**src/hw/rtl/sbmm_pkg.sv**
```systemverilog
// Shared types and constants for the system bus memory map.
// Used by sbmm_console and system_bus_memory_map; no dependencies.
package sbmm_pkg;

  typedef enum logic [1:0] {
    ST_CLEAR,
    ST_IDLE,
    ST_RUN,
    ST_FINISH
  } state_e;

  typedef enum logic [1:0] {
    REQ_FETCH   = 2'd0,
    REQ_STORE   = 2'd1,
    REQ_PRELOAD = 2'd2,
    REQ_NOP     = 2'd3
  } req_e;

  typedef enum logic [1:0] {
    SEG_ROM,
    SEG_RAM,
    SEG_CON,
    SEG_NONE
  } seg_e;

  localparam logic [63:0] CON_BASE  = 64'hFFFF_FFFF_FFFF_F000;
  localparam logic [7:0]  FILL_BYTE = 8'hCC;
  localparam logic [63:0] FILL_WORD = {8{FILL_BYTE}};
  localparam logic [7:0]  ROM_FILL  = 8'hAA;
  localparam logic [19:0] QUIT_MASK = 20'hFFFFF;

  // console window byte offsets
  localparam logic [2:0] CON_OFF_TX   = 3'd0;
  localparam logic [2:0] CON_OFF_STAT = 3'd1;
  localparam logic [2:0] CON_OFF_RXD  = 3'd2;

  typedef struct packed {
    logic        rd;
    logic        wr;
    logic [2:0]  off;
    logic [1:0]  size;
    logic [63:0] wdata;
    logic        rx_ready;
    logic [7:0]  rx_char;
  } con_req_t;

  typedef struct packed {
    logic [63:0] rdata;
    logic        rx_taken;
    logic        tx_valid;
    logic [7:0]  tx_char;
    logic        quit;
  } con_rsp_t;

  function automatic logic [3:0] byte_count(input logic [1:0] size);
    byte_count = 4'd1 << size;
  endfunction

  function automatic logic [63:0] size_mask(input logic [1:0] size);
    logic [63:0] m;
    unique case (size)
      2'd0: m = 64'h0000_0000_0000_00FF;
      2'd1: m = 64'h0000_0000_0000_FFFF;
      2'd2: m = 64'h0000_0000_FFFF_FFFF;
      2'd3: m = 64'hFFFF_FFFF_FFFF_FFFF;
    endcase
    return m;
  endfunction

endpackage

```
**src/hw/rtl/sbmm_console.sv**
```systemverilog
// Console window registers: baud word, quit flag, byte-lane read and write.
// Depends on sbmm_pkg.
module sbmm_console (
  input  logic              clk_i,
  input  logic              rst_ni,
  input  sbmm_pkg::con_req_t req_i,
  output sbmm_pkg::con_rsp_t rsp_o
);
  import sbmm_pkg::*;

  logic [31:0] baud_q, baud_d;
  logic        quit_q, quit_d;
  logic        baud_hit;
  logic [3:0]  n, lo, hi, pos;
  logic [2:0]  o, bidx;
  logic [7:0]  lane_byte;
  logic [63:0] rd;
  logic        taken;

  always_comb begin
    n         = byte_count(req_i.size);
    lo        = {1'b0, req_i.off};
    hi        = lo + n;
    rd        = '0;
    taken     = 1'b0;
    o         = '0;
    lane_byte = '0;
    for (int j = 0; j < 8; j++) begin
      if (4'(j) < n) begin
        o = req_i.off + 3'(j);
        priority if (o[2]) begin
          lane_byte = baud_q[8*o[1:0] +: 8];
        end else if (o == CON_OFF_STAT) begin
          lane_byte = {7'd0, req_i.rx_ready};
        end else if (o == CON_OFF_RXD) begin
          lane_byte = req_i.rx_char;
          taken     = 1'b1;
        end else begin
          lane_byte = FILL_BYTE;
        end
        rd[8*j +: 8] = lane_byte;
      end
    end

    baud_d   = baud_q;
    baud_hit = 1'b0;
    pos      = '0;
    bidx     = '0;
    for (int m = 0; m < 4; m++) begin
      pos = 4'(4 + m);
      if (req_i.wr && pos >= lo && pos < hi) begin
        bidx               = 3'(pos - lo);
        baud_d[8*m +: 8]   = req_i.wdata[8*bidx +: 8];
        baud_hit           = 1'b1;
      end
    end
    quit_d = baud_hit ? (baud_d[19:0] == QUIT_MASK) : quit_q;
  end

  always_ff @(posedge clk_i or negedge rst_ni) begin
    if (!rst_ni) begin
      baud_q <= '0;
      quit_q <= 1'b0;
    end else begin
      baud_q <= baud_d;
      quit_q <= quit_d;
    end
  end

  assign rsp_o.rdata    = req_i.rd ? rd : '0;
  assign rsp_o.rx_taken = req_i.rd && taken;
  assign rsp_o.tx_valid = req_i.wr && (req_i.off == CON_OFF_TX);
  assign rsp_o.tx_char  = (req_i.wr && (req_i.off == CON_OFF_TX)) ? req_i.wdata[7:0] : 8'd0;
  assign rsp_o.quit     = quit_q;

endmodule

```
**config.mk**
```make
export PLATFORM = sky130hd
export DESIGN_NAME = sbmm_console
export DESIGN_NICKNAME = d
export VERILOG_FILES = /design/src/hw/rtl/sbmm_pkg.sv /design/src/hw/rtl/sbmm_console.sv
export SDC_FILE = /design/constraint.sdc
export NUM_CORES = 1
export LEC_CHECK = 0
export BUFFER_PORTS_ARGS = -buffer_cell sky130_fd_sc_hd__buf_4
export CAP_MARGIN = 5
export CORE_UTILIZATION = 33
export DETAILED_ROUTE_END_ITERATION = 8
export PLACE_DENSITY = 0.57
export RECOVER_POWER = 100
export SYNTH_ARGS = -nofsm -noshare
export SYNTH_HDL_FRONTEND = slang
export SYNTH_SLANG_ARGS = --single-unit
```
**constraint.sdc**
```tcl
create_clock -name clk_i -period 3.99 [get_ports clk_i]
set_clock_uncertainty 0.2 [all_clocks]
set_input_delay 0.5985 -clock clk_i [delete_from_list [all_inputs] [get_ports clk_i]]
set_output_delay 0.5985 -clock clk_i [all_outputs]
set_load 0.05 [all_outputs]
```
* After elaboration in Yosys (flattened, before gate mapping)
Index checks and enable logic that the tools add are counted.
Cells by class: $add $sub $neg 12, order comparisons 15, equality and inequality tests 17, shifts and indexed selects 13, muxes and demuxes 73, reduce and logical (&&, ||, !) cells 10
Operator list (count):
- two-way mux 8 bit | 35
- variable part select 32 x 6 -> 8 bit | 8
- variable part select 64 x 7 -> 8 bit | 4
- two-way mux 64 bit | 1
- two-way mux 1 bit | 36
- less-than comparator 3 x 4 -> 1 bit (first input constant) | 8
- == test 3 x 1 -> 1 bit (second input constant) | 8
- == test 3 x 2 -> 1 bit (second input constant) | 8
- == test 20 bit (second input constant) | 1
- adder 3 bit (second input constant) | 4
- subtractor 3 bit (first input constant) | 4
- greater-or-equal comparator 3 bit (first input constant) | 3
- logical AND 1 bit | 9
- less-than comparator 1 x 4 -> 1 bit (first input constant) | 2
- less-than comparator 2 x 4 -> 1 bit (first input constant) | 2
- adder 3 x 2 -> 3 bit (second input constant) | 2
- adder 3 x 4 -> 4 bit | 1
- two-way mux 4 bit | 1
- left shift 1 x 2 -> 4 bit (first input constant) | 1
- adder 3 x 1 -> 3 bit (second input constant) | 1
- zero test 3 bit | 1
Storage, ports and cells: bits in registers 33, input port bits 82, output and inout port bits 75, logic and storage cells 144

* Longest topological paths before layout
Gate-level depths: netlist of the first run.
word-level depth 34, depth in mapped cells 14, mapped depth without buffers 11

* Least setup slack after synthesis of the first run
Ideal clock, no wire load.
kind input to output, start point input req_i[75] (netlist bit), end point output rsp_o[68] (netlist bit), arrival time 3761 ps, required time 3191 ps, slack -569 ps, cell stages on the path 10, path buffers 5, cell sequence buf_4 > inv_1 > buf_1 > ha_1 > ha_1 > buf_1 > buf_2 > buf_1 > nand3_1 > a21oi_1
RTL lines:
- start, declared | line sbmm_console.sv:6 | input sbmm_pkg::con_req_t req_i,
- end, declared | line sbmm_console.sv:7 | output sbmm_pkg::con_rsp_t rsp_o

==> summary.md, run 1 <==
| Metric | Value |
|---|---|
| Max-cap violations | `1` |
| FFs w/ async S/R, synth | `1.00` |
| Simple logic cell fraction of the synthesized area | `0.175` |
| Worst-path clk slew | `0.05 ns` |
| Clock sink total | `33` |
| Worst-margin pin slew | `1.84 ns` |
| Initial Util | `0.336` |
| Largest net degree at the start of global routing | `74` |
| Layout net count | `857` |
| First drt pass iteration count | `5` |
| CTS Buffer Depth | `2` |
| CTS hold repair buffers | `0` |
| Post-CTS sizing | `0` |
| Vias in the first global route | `5585` |
| Final slew viol count | `34` |
| Finish-stage setup viols | `0` |
| Status | `finished, violations left` |
| Antenna violations before repair | `0` |
| Rel. slew slack | `-0.226` |
| Synth Area in XOR/XNOR | `0.00453` |
| Pwr Density | `333 nW/um2` |
| Vias per Instance | `5.87` |
| Average cell area after synthesis | `9.28 um2` |
| GPL Wtd Cong | `0.877` |
| Worst path buffer plus inverter count | `4` |
| Top post-synthesis cells by area | `mux4_2 33%, dfrtp_1 14%, mux2i_1 10%, nand2_1 6.9%, a21oi_1 5.0%` |
| Dominant cell type by area after synthesis | `mux4_2` |
| Slowest stage delay, CP | `0.51 ns` |
| Adder-Cell Fraction of Synth Area | `0.0375` |
| Share of the synthesized area in the top cell type | `0.334` |
| TNS Setup | `0 ns` |
| Overall Global Routing Usage | `0.224` |
| ANT cells | `0` |
| Layout cells sized above 1 | `0.386` |
| Synth Area in Compound Gates | `0.109` |
| Setup ws final | `0.276 ns` |
| Routed len/inst | `20.3 um` |
| Startpoint types | `primary input` |
| Area grow syn2layout | `25.4%` |
| Cts bufs inserted | `5` |
| Fmax | `269 MHz` |
| Post-DRT Antenna Nets | `0` |
| Req. time, crit path | `3.19 ns` |
| Die extent in x | `135 um` |
| Final Hold Vio Count | `0` |
| Vias post-DR | `5778` |
| Worst path cell trace | `buf_4, clkbuf_1, ha_1, xnor2_1, clkbuf_2, nand2_1, a21oi_1, clkbuf_1` |
| Reg2Reg Setup Slack | `2.14 ns` |
| CP Max Fanout | `15` |
| Unrepaired setup endpoints after global routing | `false` |
| CP delay by family, top | `buffers and inverters` |
| Post-CTS setup buffers | `0` |
| GRT overflow | `0` |
| Syn Inst Count | `625` |
| Place WS | `0.165 ns` |
| Power share of the clock group | `0.151` |
| Post-synthesis sequential area ratio | `0.142` |
| Ys flop type | `dfrtp_1` |
| CTS tree | `done` |
| Post-synth EDFFs | `0` |
| Peak VDD IR | `0.000190 V` |
| 1st-iter DRT viols | `453` |
| Cell Area, Synth | `5800 um2` |
| Mux contribution to synthesized area | `0.472` |
| Die Y | `135 um` |
| Register share of total power | `0.249` |
| Fin crit share | `0.931` |
| Largest family of logic cells by synthesized area | `multiplexers` |
| Crit. End Element | `primary output` |
| Critical path arrival | `2.92 ns` |
| Root buffer cell | `clkbuf_16` |
| Latest clock arrival within the worst-skew pair | `0.28 ns` |
| Hold_ws | `0.334 ns` |
| Row count | `48` |
| Core area | `17200 um2` |
| Final min period | `3.71 ns` |
| Violated checks | `max-capacitance violations, max-slew violations` |
| Hpwl dp | `16100 um` |
| Synth unique cells | `55` |
| YS warnings | `0` |
| Leakage | `3.14 nW` |
| Die area | `18100 um2` |
| Hold crit path type | `register to register` |
| #FFs+latches synth | `33` |
| WS Path Type | `primary input to primary output` |
| # IOs | `157` |
| First-pass GRT wire length | `31600 um` |
| Number of remaining DRC errors | `0` |
| CP dominant cell by count | `clkbuf_1` |
| Port bufs | `156` |
| Combinational power share | `0.600` |
| Fillers | `1746` |
| Post-Syn Nets | `723` |
| Net Sw Power | `1.11 mW` |
| Net Sw Frac | `0.458` |
| Depth of the CTS H-tree | `2` |
| Post-Route WL | `20000 um` |
| P_int | `1.31 mW` |
| Slowest stage cell, crit path | `clkbuf_1` |
## sequential cells by signal, indices dropped and copies added, names as in the netlist
name / cells
baud_q: 32
quit_q: 1
## cell usage in the layout, fill, tap and decap left out, types with 8 or more instances in the layout
cell type	netlist	final
a21oi_1	58	51
a31oi_1	10	10
and3_1	12	12
buf_4	3	109
clkbuf_1	27	23
clkbuf_2	3	54
dfrtp_1	33	33
ha_1	15	14
inv_1	16	16
mux2_2	10	8
mux2i_1	58	58
mux4_2	86	86
nand2_1	106	106
nand3_1	20	19
nor2_1	55	42
nor2_2	0	8
nor2b_1	13	12
o21ai_0	16	16
## final cells by class
cell class | count | area (um2) | area share
multi-input cells | 515 | 4760 | 0.655
repair buffers | 187 | 1190 | 0.164
flip-flops and latches | 33 | 826 | 0.114
well taps | 225 | 282 | 0.0387
clock buffers | 5 | 125 | 0.0172
inverters | 17 | 63.8 | 0.00878
clock inverters | 3 | 17.5 | 0.00241
## cell usage after synthesis (15+ instances only)
cell type    n
inv_1       16
o21ai_0     16
nand2_1    106
mux4_2      86
nand3_1     20
mux2i_1     58
a21oi_1     58
dfrtp_1     33
buf_2       16
clkbuf_1    27
nor2_1      55
ha_1        15
## per-layer routing
layer  vias to the layer above  GRT usage  routed length [um]
li1                       2618          -                   -
met2                       311      0.353                8990
met1                      2825      0.327                9060
met3                        24     0.0289                1660
met4                         0     0.0524                 282
met5                         -          0                   0
## worst min-delay path, stage by stage (launching register included)
cell,delay (ns)
dfrtp_1,0.38
nand2_1,0.06
o21ai_1,0.06
## power groups by stage
stage	combinational, mW	clock, mW	sequential (mW)
global route	1.56	0.384	0.621
finish	1.45	0.366	0.603
global placement	1.46	0	0.591
CTS	1.49	0.375	0.599
floorplan	1.09	0	0.536
detailed placement	1.49	0	0.605
## stage by stage
step           area (um2)  instances  utilization  total power, mW
3_5_place_dp         7360        977        0.427             2.09
4_1_cts              7500        985        0.435             2.47
6_report             7270        985        0.422             2.42
5_1_grt              7270        985        0.422             2.56
3_3_place_gp         7360        977        0.427             2.05
2_1_floorplan        5940        625            -             1.63
## cell families (layout without fill, tap and decap cells)
group,after synthesis,count (layout)
AND/OR/NAND/NOR,229,229
flip-flops,33,33
multiplexers,158,158
adder cells (fa/ha/maj),17,17
AO/OA/AOI/OAI,108,108
buffers and inverters,77,212
XOR/XNOR,3,3
## path summary, 6_finish.rpt
| kind | from | endpoint | depth (start not counted) |
|---|---|---|---|
| worst min-delay path | quit_q | quit_q | 2 |
| min in group asynchronous | rst_ni | baud_q[27] | 1 |
| max in group asynchronous | rst_ni | baud_q[0] | 1 |
| worst min register to register | quit_q | quit_q | 2 |
| worst max register to register | baud_q[8] | quit_q | 5 |
| worst max-delay path | req_i[75] | rsp_o[56] | 8 |
No activity file was read; power rests on OpenSTA's default activity.
==> inputs of run 2 (changes only) <==
--- a/config.mk
+++ b/config.mk
@@ -9,7 +9,7 @@
 export CAP_MARGIN = 5
 export CORE_UTILIZATION = 33
 export DETAILED_ROUTE_END_ITERATION = 8
-export PLACE_DENSITY = 0.57
+export PLACE_DENSITY = 0.55
 export RECOVER_POWER = 100
 export SYNTH_ARGS = -nofsm -noshare
 export SYNTH_HDL_FRONTEND = slang
==> constraint.sdc (replaced) <==
create_clock -name clk_i -period 4.35 [get_ports clk_i]
set_clock_uncertainty 0.2 [all_clocks]
set_input_delay 0.6525 -clock clk_i [delete_from_list [all_inputs] [get_ports clk_i]]
set_output_delay 0.6525 -clock clk_i [all_outputs]
set_load 0.05 [all_outputs]
==> summary.md, run 2 (synthesis gave the netlist of run 1 again) <==
| Metric | Value |
|---|---|
| Final slew viol count | `34` |
| Die extent in x | `135 um` |
| TNS Setup | `0 ns` |
| Setup ws final | `0.244 ns` |
| Vias per Instance | `5.97` |
| Cts bufs inserted | `5` |
| Violated checks | `max-capacitance violations, max-slew violations` |
| Most common cell after layout, fill and taps aside | `buf_4` |
| Largest net degree at the start of global routing | `48` |
| GRT overflow | `0` |
| Status | `finished, violations left` |
| Leading cell types in the layout, fill and taps excluded | `107 x buf_4, 106 x nand2_1, 86 x mux4_2` |
| CTS hold repair buffers | `0` |
| Antenna violations before repair | `0` |
| Post-DRT Antenna Nets | `0` |
| CTS Buffer Depth | `2` |
| Number of remaining DRC errors | `0` |
| Multi-input logic area | `4710 um2` |
| Place WS | `0.394 ns` |
| Die Y | `135 um` |
| 1st-iter DRT viols | `389` |
| Fmax | `244 MHz` |
| ANT cells | `0` |
| Number of flip-flops in the largest register | `32` |
| WS Path Type | `primary input to primary output` |
| Critical path arrival | `3.25 ns` |
| Layout net count | `851` |
| Worst-margin pin slew | `1.77 ns` |
| # IOs | `157` |
| Overall Global Routing Usage | `0.231` |
| Hold crit path type | `register to register` |
| Net Sw Power | `1.02 mW` |
| First-pass GRT wire length | `32200 um` |
| CP dominant cell by count | `clkbuf_2` |
| Latest clock arrival within the worst-skew pair | `0.28 ns` |
| Layout cells sized above 1 | `0.347` |
| P_int | `1.31 mW` |
| Hpwl dp | `16300 um` |
| Depth of the CTS H-tree | `2` |
| Routed len/inst | `21.3 um` |
| First drt pass iteration count | `5` |
| Clock sink total | `33` |
| Peak VDD IR | `0.000132 V` |
| Final core utilization | `0.417` |
| Cells after DPL | `971` |
| Worst-path clk slew | `0.05 ns` |
| Startpoint types | `primary input` |
| Reg area | `826 um2` |
| Fin crit share | `0.944` |
| Post-Layout Cell Count | `979` |
| Worst path cell trace | `buf_4, ha_1, xnor2_1, clkbuf_2, nand2_1, a21oi_1, clkbuf_2` |
| Power share of the clock group | `0.196` |
| Finish-stage setup viols | `0` |
| Rel. slew slack | `-0.179` |
| Fillers | `1791` |
| CTS tree | `done` |
| Slowest stage cell, crit path | `xnor2_1` |
| Vias post-DR | `5845` |
| Post-CTS setup buffers | `0` |
| CP Max Fanout | `21` |
| Most flop-heavy register | `baud_q` |
| Root buffer cell | `clkbuf_16` |
| Slowest stage delay, CP | `0.87 ns` |
| Hold_ws | `0.332 ns` |
| Port bufs | `156` |
| Req. time, crit path | `3.50 ns` |
| Leakage | `3.06 nW` |
| Area grow syn2layout | `24.0%` |
| GPL Wtd Cong | `0.915` |
| Row count | `48` |
| Unrepaired setup endpoints after global routing | `false` |
| Initial Util | `0.336` |
| Pwr Density | `325 nW/um2` |
| Biggest regs | `baud_q (32), quit_q (1)` |
| Max-cap violations | `1` |
| Register share of total power | `0.241` |
| Final min period | `4.11 ns` |
| Combinational power share | `0.564` |
| Net Sw Frac | `0.438` |
| Die area | `18100 um2` |
| Post-CTS sizing | `0` |
| Final Hold Vio Count | `0` |
| Core area | `17200 um2` |
| Post-Route WL | `20900 um` |
| Crit. End Element | `primary output` |
| Vias in the first global route | `5632` |
[run 2: cell types whose count changed in the layout (fill, tap and decap cells not counted), moves of 3 or more]
cell      before  now
nor2_2         8   13
a21oi_2        2    5
clkbuf_1      23   43
clkbuf_2      54   31
nor2_4         5    0
mux2_1         2    6
a21oi_4        5    2
mux2_2         8    4
[run 2: cell type report]
cell class,count,area share
multi-input combinational,515,0.655
timing repair buffer,181,0.156
sequential,33,0.115
tap,225,0.0391
clock buffer,5,0.0174
clock inverter,3,0.00905
inverter,17,0.00887
[run 2: per-layer routing]
layer | GRT usage | vias up | wire length [um]
met5 | 0 | - | 0
met4 | 0.0593 | 0 | 318
met3 | 0.0210 | 23 | 1450
met2 | 0.364 | 317 | 9370
met1 | 0.340 | 2901 | 9720
li1 | - | 2604 | -
[run 2: worst paths after layout]
| check | from | to | slack [ns] | depth (start not counted) |
|---|---|---|---|---|
| max in group asynchronous | rst_ni | baud_q[27] | 2.28 | 1 |
| min in group asynchronous | rst_ni | baud_q[13] | 0.63 | 1 |
| hold / removal | quit_q | quit_q | 0.33 | 2 |
| hold reg to reg | quit_q | quit_q | 0.33 | 2 |
| setup reg to reg | baud_q[8] | quit_q | 2.47 | 5 |
| setup / recovery | req_i[76] | rsp_o[22] | 0.24 | 7 |
[run 2: power groups by stage]
| stage | Clock, mW | Combinational, mW | Sequential [mW] |
|---|---|---|---|
| 5_1_grt | 0.477 | 1.41 | 0.583 |
| 3_5_place_dp | 0 | 1.35 | 0.568 |
| 6_report | 0.457 | 1.32 | 0.563 |
| 4_1_cts | 0.463 | 1.35 | 0.562 |
| 3_3_place_gp | 0 | 1.33 | 0.558 |
| 2_1_floorplan | 0 | 0.988 | 0.492 |
[run 2: critical path: cells and delay by family]
kind | cells | cell delay (ns)
compound gates | 1 | 0.17
simple gates | 1 | 0.14
xor+xnor | 1 | 0.87
fa+ha+maj | 1 | 0.24
buf+inv | 3 | 1.16
[run 2: stage by stage]
stage	total power [mW]	area, um2
finish	2.34	7190
CTS	2.38	7440
global placement	1.89	7250
global route	2.47	7190
detailed placement	1.92	7250
floorplan	1.48	5890
==> inputs of run 3 (changes only) <==
--- a/config.mk
+++ b/config.mk
@@ -5,11 +5,11 @@
 export SDC_FILE = /design/constraint.sdc
 export NUM_CORES = 1
 export LEC_CHECK = 0
-export BUFFER_PORTS_ARGS = -buffer_cell sky130_fd_sc_hd__buf_4
 export CAP_MARGIN = 5
 export CORE_UTILIZATION = 33
 export DETAILED_ROUTE_END_ITERATION = 8
-export PLACE_DENSITY = 0.55
+export DONT_BUFFER_PORTS = 1
+export PLACE_DENSITY = 0.49
 export RECOVER_POWER = 100
 export SYNTH_ARGS = -nofsm -noshare
 export SYNTH_HDL_FRONTEND = slang
==> constraint.sdc (replaced) <==
create_clock -name clk_i -period 3.5 [get_ports clk_i]
set_clock_uncertainty 0.2 [all_clocks]
set_input_delay 0.525 -clock clk_i [delete_from_list [all_inputs] [get_ports clk_i]]
set_output_delay 0.525 -clock clk_i [all_outputs]
set_load 0.05 [all_outputs]
==> summary.md, run 3 (synthesis gave the netlist of run 1 again) <==
| Metric | Value |
|---|---|
| Status | `finished, violations left` |
| Violated checks | `design-rule violations, max-capacitance violations, max-slew violations` |
| Area grow syn2layout | `16.6%` |
| Worst-margin pin slew | `1.77 ns` |
| Layout net count | `755` |
| First-pass GRT wire length | `30500 um` |
| Vias per Instance | `6.05` |
| Die area | `18100 um2` |
| CTS tree | `done` |
| Biggest regs | `baud_q (32), quit_q (1)` |
| Cts bufs inserted | `5` |
| Number of remaining DRC errors | `2` |
| Overall Global Routing Usage | `0.217` |
| Startpoint types | `primary input` |
| Post-Route WL | `19400 um` |
| Most common cell after layout, fill and taps aside | `nand2_1` |
| ANT cells | `0` |
| Slowest stage delay, CP | `0.80 ns` |
| Antenna violations before repair | `0` |
| Number of flip-flops in the largest register | `32` |
| Core area | `17200 um2` |
| Port bufs | `0` |
| Multi-input logic area | `4750 um2` |
| Final slew viol count | `34` |
| Hold Path Sink | `baud_q[24]` |
| Crit. End Element | `primary output` |
| CP Max Fanout | `86` |
| # IOs | `157` |
| Place WS | `0.0641 ns` |
| 1st-iter DRT viols | `308` |
| Post-Layout Cell Count | `883` |
| Hold wc startpoint | `req_i[77]` |
| Pwr Density | `391 nW/um2` |
| Unrepaired setup endpoints after global routing | `false` |
| GRT overflow | `0` |
| Layout cells sized above 1 | `0.260` |
| CTS Buffer Depth | `2` |
| WS Path Type | `primary input to primary output` |
| Fillers | `1710` |
| Slowest stage cell, crit path | `xnor2_1` |
| Peak VDD IR | `0.000170 V` |
| Depth of the CTS H-tree | `2` |
| Vias in the first global route | `5338` |
| Initial Util | `0.336` |
| Reg area | `826 um2` |
| First drt pass iteration count | `7` |
| Req. time, crit path | `2.77 ns` |
| Clock sink total | `33` |
| RR Endpoint | `quit_q` |
| Hold_ws | `0.209 ns` |
| Most flop-heavy register | `baud_q` |
| CP startpoint | `req_i[75]` |
| Cells after DPL | `873` |
| Fmax | `305 MHz` |
| CTS hold repair buffers | `2` |
| Post-DRT Antenna Nets | `0` |
| GPL Wtd Cong | `0.921` |
| Hpwl dp | `15300 um` |
| Rel. slew slack | `-0.182` |
| Reg2Reg Launch Point | `baud_q[8]` |
| Fin crit share | `0.936` |
| Reg2Reg Setup Slack | `1.65 ns` |
| Leakage | `2.66 nW` |
| Final min period | `3.28 ns` |
| Latest clock arrival within the worst-skew pair | `0.28 ns` |
| Hold Crit Depth | `2` |
| Root buffer cell | `clkbuf_16` |
| Largest net degree at the start of global routing | `87` |
| Finish-stage setup viols | `0` |
| Vias post-DR | `5341` |
| Die extent in x | `135 um` |
| Row count | `48` |
| Setup ws final | `0.223 ns` |
| Routed len/inst | `22.0 um` |
| Final Instance Area | `6760 um2` |
| Worst-path clk slew | `0.05 ns` |
| Final Hold Vio Count | `0` |
| FF-to-FF path depth | `5` |
| TNS Setup | `0 ns` |
| Placed Instance Area | `6910 um2` |
| Critical path arrival | `2.55 ns` |
| Post-CTS sizing | `0` |
| Hold crit path type | `primary input to register` |
| Worst path cell trace | `ha_1, xnor2_1, buf_4, nor2_1, a211oi_2, clkbuf_2` |
| Max-cap violations | `1` |
| Die Y | `135 um` |
| Leading cell types in the layout, fill and taps excluded | `106 x nand2_1, 86 x mux4_2, 58 x mux2i_1` |
| Post-CTS setup buffers | `0` |
run 3: changes by cell type in the layout (fill, tap and decap cells not counted), sizes merged:
cell / previous run / this run
buf: 107 / 43
clkbuf: 79 / 47
bufinv: 2 / 0
clkinv: 1 / 2
dlygate4sd3: 0 / 1
run 3: metal layers:
metal / track usage / vias up / wire, um
met2: 0.341 / 281 / 8640
li1: - / 2415 / -
met5: 0 / - / 0
met4: 0.0506 / 0 / 297
met3: 0.0458 / 23 / 1750
met1: 0.305 / 2622 / 8720
run 3: through the flow:
step           total power [mW]  utilization
2_1_floorplan              1.89            -
5_1_grt                    2.80        0.392
4_1_cts                    2.73        0.411
3_3_place_gp               2.26        0.401
3_5_place_dp               2.30        0.401
6_report                   2.65        0.392
run 3: layout make-up:
class | instances | share of cell area
Clock buffer | 6 | 0.0191
Clock inverter | 2 | 0.00148
Multi-Input combinational cell | 515 | 0.703
Inverter | 17 | 0.00944
Tap cell | 225 | 0.0416
Sequential cell | 33 | 0.122
Timing Repair Buffer | 85 | 0.103
run 3: worst max-delay path by stage:
stage | end | slack [ns] | depth (start not counted)
floorplan | quit_q | 0.01 | 12
global placement | quit_q | 0.10 | 11
detailed placement | quit_q | 0.06 | 11
CTS | rsp_o[10] | 0.24 | 8
global route | rsp_o[23] | 0.08 | 6
finish | rsp_o[19] | 0.22 | 6
run 3: critical path, delay by kind of cell:
kind	cells	cell delay (ns)
fa+ha+maj	1	0.21
buf+inv	2	0.70
simple gates	1	0.08
compound gates	1	0.22
xor+xnor	1	0.80
run 3: power by group:
group	internal (mW)	switching [mW]
clock network	0.261	0.156
registers	0.504	0.178
logic	0.723	0.823
